==> src/rtl/rvi_pkg.sv <==
// Shared types and constants for the ray/voxel intersection length block.
// Used by the controller, the datapath and the serial divider.
package rvi_pkg;

    localparam int MAX_RAYS   = 16;
    localparam int K_W        = (MAX_RAYS > 1) ? $clog2(MAX_RAYS) : 1;

    localparam int CFG_IDX_W  = 3;
    localparam int CFG_DATA_W = 31;

    localparam logic [CFG_IDX_W-1:0] CFG_HALF_X   = 3'd0;
    localparam logic [CFG_IDX_W-1:0] CFG_HALF_Y   = 3'd1;
    localparam logic [CFG_IDX_W-1:0] CFG_HALF_Z   = 3'd2;
    localparam logic [CFG_IDX_W-1:0] CFG_NUM_RAYS = 3'd3;
    localparam logic [CFG_IDX_W-1:0] CFG_RAY_STEP = 3'd4;

    // Serial divider geometry
    localparam int DIV_NW     = 80;
    localparam int DIV_DW     = 32;
    localparam int DIV_CNT_W  = $clog2(DIV_NW + 1);

    // Datapath widths
    localparam int QW         = 52;   // signed slab quotient
    localparam int NUM_W      = 38;   // signed slab numerator
    localparam int CHORD_W    = 41;   // chord, saturates at 2^40
    localparam int TOT_W      = CHORD_W + K_W;

    localparam int EPS_Q28    = 26844;

    typedef enum logic [4:0] {
        S_IDLE,
        S_M_START,
        S_M_WAIT,
        S_ZCHK,
        S_POS,
        S_MUL_Y,
        S_MUL_X,
        S_XS,
        S_SLAB_START,
        S_SLAB_WAIT,
        S_CHORD,
        S_COS_WAIT,
        S_NEXT,
        S_FINAL,
        S_W_WAIT,
        S_OUT
    } t_state;

    typedef enum logic [4:0] {
        OP_NONE,
        OP_LOAD,
        OP_M_START,
        OP_M_FIN,
        OP_POS,
        OP_MUL_Y,
        OP_MUL_X,
        OP_XS,
        OP_SLAB_START,
        OP_SLAB_FIN,
        OP_ADD_D,
        OP_ADD_MAX,
        OP_COS_START,
        OP_COS_FIN,
        OP_NEXT_RAY,
        OP_W_ZERO,
        OP_W_MAX,
        OP_W_START,
        OP_W_FIN,
        OP_OUT
    } t_op;

    typedef struct packed {
        logic div_done;
        logic flat;
        logic z_ok;
        logic slab_last;
        logic d_pos;
        logic d_sat;
        logic ray_last;
        logic thr;
        logic xh_zero;
    } t_status;

endpackage

==> src/rtl/rvi_ctrl.sv <==
// Controller state machine: sequences the datapath per transaction and
// owns the input stall and output valid. Uses rvi_pkg types.
module rvi_ctrl import rvi_pkg::*; (
    input  logic    i_clk,
    input  logic    i_rst_n,
    input  logic    i_in_valid,
    input  logic    i_out_stall,
    input  t_status i_status,
    output t_op     o_op,
    output logic    o_in_stall,
    output logic    o_out_valid
);

    t_state r_state, n_state;
    logic   r_out_valid, n_out_valid;
    logic   out_free;

    assign out_free = !r_out_valid || !i_out_stall;

    // next state
    always_comb begin
        n_state = r_state;
        case (r_state)
            S_IDLE:       if (i_in_valid) n_state = S_M_START;
            S_M_START:    n_state = S_M_WAIT;
            S_M_WAIT:     if (i_status.div_done) n_state = S_ZCHK;
            S_ZCHK:       n_state = (i_status.flat && !i_status.z_ok) ? S_FINAL : S_POS;
            S_POS:        n_state = S_MUL_Y;
            S_MUL_Y:      n_state = S_MUL_X;
            S_MUL_X:      n_state = S_XS;
            S_XS:         n_state = S_SLAB_START;
            S_SLAB_START: n_state = S_SLAB_WAIT;
            S_SLAB_WAIT: begin
                if (i_status.div_done)
                    n_state = i_status.slab_last ? S_CHORD : S_SLAB_START;
            end
            S_CHORD: begin
                if (!i_status.d_pos || i_status.flat || i_status.d_sat)
                    n_state = S_NEXT;
                else
                    n_state = S_COS_WAIT;
            end
            S_COS_WAIT:   if (i_status.div_done) n_state = S_NEXT;
            S_NEXT:       n_state = i_status.ray_last ? S_FINAL : S_POS;
            S_FINAL: begin
                if (i_status.thr && !i_status.xh_zero)
                    n_state = S_W_WAIT;
                else
                    n_state = S_OUT;
            end
            S_W_WAIT:     if (i_status.div_done) n_state = S_OUT;
            S_OUT:        if (out_free) n_state = S_IDLE;
            default:      n_state = S_IDLE;
        endcase
    end

    // datapath commands
    always_comb begin
        o_op = OP_NONE;
        case (r_state)
            S_IDLE:       if (i_in_valid) o_op = OP_LOAD;
            // the first divide starts right after the load
            S_M_START:    o_op = OP_M_START;
            S_M_WAIT:     if (i_status.div_done) o_op = OP_M_FIN;
            S_ZCHK:       o_op = OP_NONE;
            S_POS:        o_op = OP_POS;
            S_MUL_Y:      o_op = OP_MUL_Y;
            S_MUL_X:      o_op = OP_MUL_X;
            S_XS:         o_op = OP_XS;
            S_SLAB_START: o_op = OP_SLAB_START;
            S_SLAB_WAIT:  if (i_status.div_done) o_op = OP_SLAB_FIN;
            S_CHORD: begin
                if (!i_status.d_pos)
                    o_op = OP_NONE;
                else if (i_status.flat)
                    o_op = OP_ADD_D;
                else if (i_status.d_sat)
                    o_op = OP_ADD_MAX;
                else
                    o_op = OP_COS_START;
            end
            S_COS_WAIT:   if (i_status.div_done) o_op = OP_COS_FIN;
            S_NEXT:       o_op = OP_NEXT_RAY;
            S_FINAL: begin
                if (!i_status.thr)
                    o_op = OP_W_ZERO;
                else if (i_status.xh_zero)
                    o_op = OP_W_MAX;
                else
                    o_op = OP_W_START;
            end
            S_W_WAIT:     if (i_status.div_done) o_op = OP_W_FIN;
            S_OUT:        if (out_free) o_op = OP_OUT;
            default:      o_op = OP_NONE;
        endcase
    end

    always_comb begin
        n_out_valid = r_out_valid;
        if (r_state == S_OUT && out_free)
            n_out_valid = 1'b1;
        else if (r_out_valid && !i_out_stall)
            n_out_valid = 1'b0;
    end

    always_ff @(posedge i_clk) begin
        if (!i_rst_n) begin
            r_state     <= S_IDLE;
            r_out_valid <= 1'b0;
        end else begin
            r_state     <= n_state;
            r_out_valid <= n_out_valid;
        end
    end

    assign o_in_stall  = (r_state != S_IDLE);
    assign o_out_valid = r_out_valid;

endmodule

==> config.mk <==
export PLATFORM = sky130hd
export DESIGN_NAME = rvi_ctrl
export DESIGN_NICKNAME = d
export VERILOG_FILES = /design/src/rtl/rvi_pkg.sv /design/src/rtl/rvi_ctrl.sv
export SDC_FILE = /design/constraint.sdc
export NUM_CORES = 1
export LEC_CHECK = 0
export BUFFER_PORTS_ARGS = -buffer_cell sky130_fd_sc_hd__buf_2
export CORE_AREA = 4 4 43 45
export CTS_CLUSTER_SIZE = 14
export DETAILED_ROUTE_END_ITERATION = 10
export DIE_AREA = 0 0 47 49
export HOLD_SLACK_MARGIN = 0.08
export MAX_ROUTING_LAYER = met4
export PLACE_DENSITY = 0.74
export SYNTH_ARGS = -nofsm -noshare
export SYNTH_HDL_FRONTEND = slang
export SYNTH_SLANG_ARGS = --single-unit
==> constraint.sdc <==
create_clock -name i_clk -period 2.2 [get_ports i_clk]
set_input_delay 0.66 -clock i_clk [delete_from_list [all_inputs] [get_ports i_clk]]
set_output_delay 0.66 -clock i_clk [all_outputs]
set_load 0.05 [all_outputs]
==> results of run 1 <==
==> logic make-up after synthesis <==
family / after synthesis / share of synthesized area, %
AOI/OAI and AO/OA: 38 / 39.1
and+or+nand+nor: 44 / 35.8
DFF: 5 / 14.2
buffers and inverters: 15 / 9.61
xor gates and xnor gates: 1 / 1.25
==> registers in the layout, indices dropped and copies added (netlist names) <==
name	cells
r_state	4
o_out_valid	1
==> timing repair <==
item,CTS,global route
endpoints found under the hold margin,0,0
pin swaps,6,7
setup buffers,5,4
hold buffers,0,0
endpoints found under the setup margin,6,6
gates resized for setup,18,26
==> Yosys cell counts, types with 2 or more instances <==
library cell and count:
inv_1 3, or4_1 2, nand3_1 2, o21ai_0 5, nor3_1 3, a31oi_1 4, o211ai_1 2, nand2b_1 6
inv_2 2, nand2_1 7, buf_2 6, a221o_1 3, nor2_1 9, buf_1 2, and3_1 2, dfxtp_1 5
a21o_1 2, o21ai_1 3, a221oi_1 3, nand4_1 2, a21oi_1 7, or3b_1 3, nor2b_1 2
==> worst min-delay path, cell delays in order, from the launching register on <==
cell	delay, ps
dfxtp_2	340
nand2_2	80
buf_4	100
a21oi_1	50
==> metal layers <==
layer,track usage [%],share of wire [%]
met1,32.4,40
met2,38.9,51
met3,3.32,6.9
met4,10.1,2.4
met5,-,0
==> final timing paths <==
path / startpoint / end / slack [ps] / cells past startpoint
setup / recovery: i_status[7] / o_op[1] / -170 / 6
hold / removal: o_out_valid / o_out_valid / 610 / 3
setup reg to reg: r_state[1] / r_state[2] / 420 / 5
hold reg to reg: o_out_valid / o_out_valid / 610 / 3
==> through the flow <==
step,hold slack (ps),instances
after floorplan,627,103
after global placement,629,146
after detailed placement,640,146
after CTS,607,155
after global routing,620,159
final,609,159
==> power groups by stage <==
stage	clock, W	combinational [W]	sequential (W)
after floorplan	0	0.000592	0.000133
after global placement	0	0.000760	0.000137
after detailed placement	0	0.000779	0.000136
after CTS	0.000109	0.000886	0.000138
after global routing	0.000117	0.00112	0.000157
final	0.000108	0.00105	0.000153
==> final cells by class <==
class | count | area, um2
sequential | 5 | 106
multi-input combinational | 83 | 641
fill | 91 | 274
inverter | 5 | 18.8
clock buffer | 4 | 26.3
timing repair buffer | 46 | 385
tap | 16 | 20.0
==> flow_summary.json, run 1 <==
{
  "power_frac_clock_pct": 8.3,
  "slowest_delay_ps": 390,
  "netSwitchingFraction_pct": 49.6,
  "slew-limit-headroom_pct": 67.8,
  "io_pins": 20,
  "clock.fmax_ghz": 0.422,
  "finClkSkew_ps": 2.72,
  "ys_ff_latch": 5,
  "via_count": 1037,
  "grt_pass1_wl_um": 4330,
  "cp_top_family": "simple AND/OR/NAND/NOR gates",
  "path_buf_inv": 2,
  "synth_nets": 116,
  "clk_latency_ps": 240,
  "crit_path_end_kind": "output port",
  "cts_num_sinks": 5,
  "netlist_instances": 103,
  "sequentialPowerShare_pct": 11.6,
  "drc_errors": 0,
  "slowest_stage": "or3b_4",
  "crit_fanout": 2,
  "period_minus_slack_ps": 2370,
  "period_share_pct": 108,
  "fp.dieArea_um2": 2300,
  "yosysTopAreaCellShare_pct": 14.2,
  "leakagePower_nw": 0.529,
  "drive_gt1_share_pct": 52.4,
  "cts_max_level": 1,
  "synthTopCellsByArea": "dfxtp_1 14%, nand2b_1 5.3%, a21oi_1 5.0%",
  "maxSlewViolCount": 0,
  "diodes": 0,
  "grt_max_degree": 20,
  "routed_wl_um": 2700,
  "violations": "setup timing",
  "place.gp.congestion": 0.883,
  "vias_per_cell": 6.52,
  "setup_violations": 2,
  "layout_setup_ws_ps": -171,
  "coreArea_um2": 1470,
  "hp-class": "flop to flop",
  "dieHeight_um": 49,
  "worstSetupPathType": "input port to output port",
  "tightest_slew_ps": 476,
  "async_flop_share_pct": 0,
  "internal_power_w": 0.000661,
  "pre_cts_ws_ps": -330,
  "netSwitchingPower_w": 0.000651,
  "cts_tree": "done",
  "path_cells": "buf_6, nor2_4, or3b_4, a21o_1, a32oi_4, buf_6",
  "area_growth_pct": 70.3,
  "crit_required_ps": 1540,
  "arrival_ps": 1710,
  "first_iter_violations": 47,
  "critPathLaunchType": "input port",
  "utilization_pct": 81.4,
  "netlist_area_um2": 703,
  "wl_per_cell_um": 17.0,
  "clk_path_buf_depth": 2,
  "p_per_area_nw_per_um2": 1100,
  "cap_violations": 0,
  "syn_area_per_cell_um2": 6.83,
  "hpwl_um": 1820,
  "synth_top_cell_by_area": "dfxtp_1",
  "gr-total-overflow": 0,
  "synthFlopType": "dfxtp_1",
  "fp.dieW_um": 47,
  "placed_area_um2": 951,
  "fin_tns_setup_ps": -303,
  "synth_cell_type_count": 41,
  "numCtsBuffers": 3,
  "portBuffers": 19,
  "ys_warn_count": 0,
  "nNetsFinal": 157,
  "p_total_w": 0.00131,
  "start_util_pct": 47.8,
  "cpMostUsedCell": "buf_6",
  "rows": 14,
  "antenna_found_initial": 0,
  "ys_seq_area_share_pct": 14.2,
  "clkTransAtPathRegs_ps": 50,
  "final_cell_area_um2": 1200,
  "dr.pass1.iters": 4,
  "rsz0062_at_grt": "true",
  "cts-root-buf": "clkbuf_4",
  "status": "complete, but fails checks",
  "grt_pass1_vias": 967,
  "ir_worst_vdd_v": 0.000931,
  "synth_edf_count": 0,
  "layout_common_cells": "22 x buf_4, 11 x buf_2, 8 x nor2_1, 8 x buf_6, 6 x a21oi_1",
  "pwr-share-comb_pct": 80.1,
  "grtUsageTotal_pct": 25.3,
  "ant_nets": 0,
  "final_hold_viol_count": 0,
  "layout_commonest_cell": "buf_4"
}
No activity file was read; power rests on OpenSTA's default activity.
==> run 2, diff against run 1 <==
--- a/config.mk
+++ b/config.mk
@@ -13,6 +13,7 @@
 export HOLD_SLACK_MARGIN = 0.08
 export MAX_ROUTING_LAYER = met4
 export PLACE_DENSITY = 0.74
+export SETUP_SLACK_MARGIN = 0.02
 export SYNTH_ARGS = -nofsm -noshare
 export SYNTH_HDL_FRONTEND = slang
 export SYNTH_SLANG_ARGS = --single-unit
==> run 2 against run 1 <==
Against the previous run:
- the run still ends with setup timing left
- sequential cell count did not move
- via count up 5.5%
- register-to-register slack hardly changed
- non-clock buffer count is the same
- sequential share of layout area about the same
- critical path depth unchanged
- largest power group unchanged
- highest routed layer unchanged
==> flow_summary.json, run 2 (synthesis results as in run 1) <==
{
  "status": "complete, but fails checks",
  "violations": "setup timing",
  "maxSlewViolCount": 0,
  "ir_worst_vdd_v": 0.00103,
  "grtUsageTotal_pct": 25.5,
  "final_hold_viol_count": 0,
  "period_minus_slack_ps": 2380,
  "period_share_pct": 108,
  "grt_pass1_vias": 1012,
  "fin_tns_setup_ps": -311,
  "clk_path_buf_depth": 2,
  "clk_latency_ps": 240,
  "rows": 14,
  "multi_input_area_um2": 617,
  "antenna_found_initial": 0,
  "wl_per_cell_um": 18.2,
  "portBuffers": 19,
  "crit_required_ps": 1540,
  "grt_max_degree": 18,
  "dieHeight_um": 49,
  "cts_num_sinks": 5,
  "p_per_area_nw_per_um2": 1100,
  "utilization_pct": 81.1,
  "ant_nets": 0,
  "hpwl_um": 1820,
  "area_growth_pct": 69.8,
  "clkTransAtPathRegs_ps": 50,
  "drc_errors": 0,
  "top_register": "r_state",
  "hp-class": "flop to flop",
  "cp_top_family": "simple AND/OR/NAND/NOR gates",
  "path_cells": "buf_8, nor2_4, or3b_4, a21o_1, a32oi_4, buf_6",
  "fillerInstances": 91,
  "place.gp.congestion": 0.883,
  "setup_violations": 2,
  "first_iter_violations": 59,
  "coreArea_um2": 1470,
  "grt_pass1_wl_um": 4390,
  "clock.fmax_ghz": 0.421,
  "finClkSkew_ps": 1.72,
  "diodes": 0,
  "numCtsBuffers": 3,
  "io_pins": 20,
  "cp.depth": 6,
  "start_util_pct": 47.8,
  "cap_violations": 0,
  "worstSetupPathType": "input port to output port",
  "cts_tree": "done",
  "hold_slack_ps": 613,
  "crit_fanout": 2,
  "slew-limit-headroom_pct": 66.9,
  "cts_hold_buf": 0,
  "gr-total-overflow": 0,
  "critPathLaunchType": "input port",
  "cts_max_level": 1,
  "fp.dieArea_um2": 2300,
  "arrival_ps": 1720,
  "path_buf_inv": 2,
  "largest_reg_flops": 4,
  "layout_common_cells": "19 x buf_4, 12 x buf_6, 9 x buf_2, 8 x nor2_1",
  "fp.dieW_um": 47,
  "vias_per_cell": 6.88,
  "routed_wl_um": 2890,
  "tightest_slew_ps": 489,
  "leakagePower_nw": 0.527,
  "layout_setup_ws_ps": -175,
  "drive_gt1_share_pct": 50.3,
  "nNetsFinal": 157,
  "rsz0062_at_grt": "true",
  "crit_path_end_kind": "output port",
  "hold_depth": 3,
  "final_cells": 159,
  "slowest_stage": "or3b_4",
  "dr.pass1.iters": 4,
  "slowest_delay_ps": 390,
  "placed_cells": 146,
  "cts-root-buf": "clkbuf_4",
  "pre_cts_ws_ps": -330,
  "via_count": 1094,
  "regArea_um2": 106,
  "layout_commonest_cell": "buf_4",
  "r2r_cells": 5
}
-- run 2: stage by stage --
| step | power, W | area, um2 |
|---|---|---|
| 2_1_floorplan | 0.000725 | 752 |
| 3_3_place_gp | 0.000896 | 951 |
| 3_5_place_dp | 0.000915 | 951 |
| 4_1_cts | 0.00122 | 1120 |
| 5_1_grt | 0.00139 | 1190 |
| 6_report | 0.00132 | 1190 |
-- run 2: what timing repair did --
action                     CTS  global route
setup endpoints to repair    6             6
buffers inserted             7             2
pin swaps                    6             6
resized for setup           24            20
-- run 2: cell type report --
cell class | count | share of cell area (%)
inverter | 5 | 1.57
timing repair buffer | 46 | 34.0
tap | 16 | 1.68
clock buffer | 4 | 2.20
sequential | 5 | 8.91
multi-input combinational | 83 | 51.7
-- run 2: worst register-to-register path: stages, from the launching register on --
cell and delay [ps]:
dfxtp_2 320, buf_6 130, buf_6 140, or4_1 550, a221oi_2 370, a221o_1 220
-- run 2: final timing paths --
kind                               endpoint  slack [ps]         from
worst max-delay path                o_op[1]        -180  i_status[3]
worst min-delay path            o_out_valid         610  o_out_valid
worst max register to register   r_state[1]         420   r_state[1]
worst min register to register  o_out_valid         610  o_out_valid
-- run 2: layer usage --
metal	global-route usage [%]	wire (um)	up-vias
met4	11.5	136	0
met2	40.0	1440	87
met3	3.69	305	19
met5	-	0	-
li1	-	-	477
met1	30.9	1010	511
-- run 2: where the power goes --
part	switching (W)	internal (W)	total (W)	leakage (nW)
combinational	0.000584	0.000473	0.00106	0.469
sequential	0.0000316	0.000117	0.000149	0.0429
clock	0.0000402	0.0000687	0.000109	0.0150
total	0.000656	0.000659	0.00132	0.527
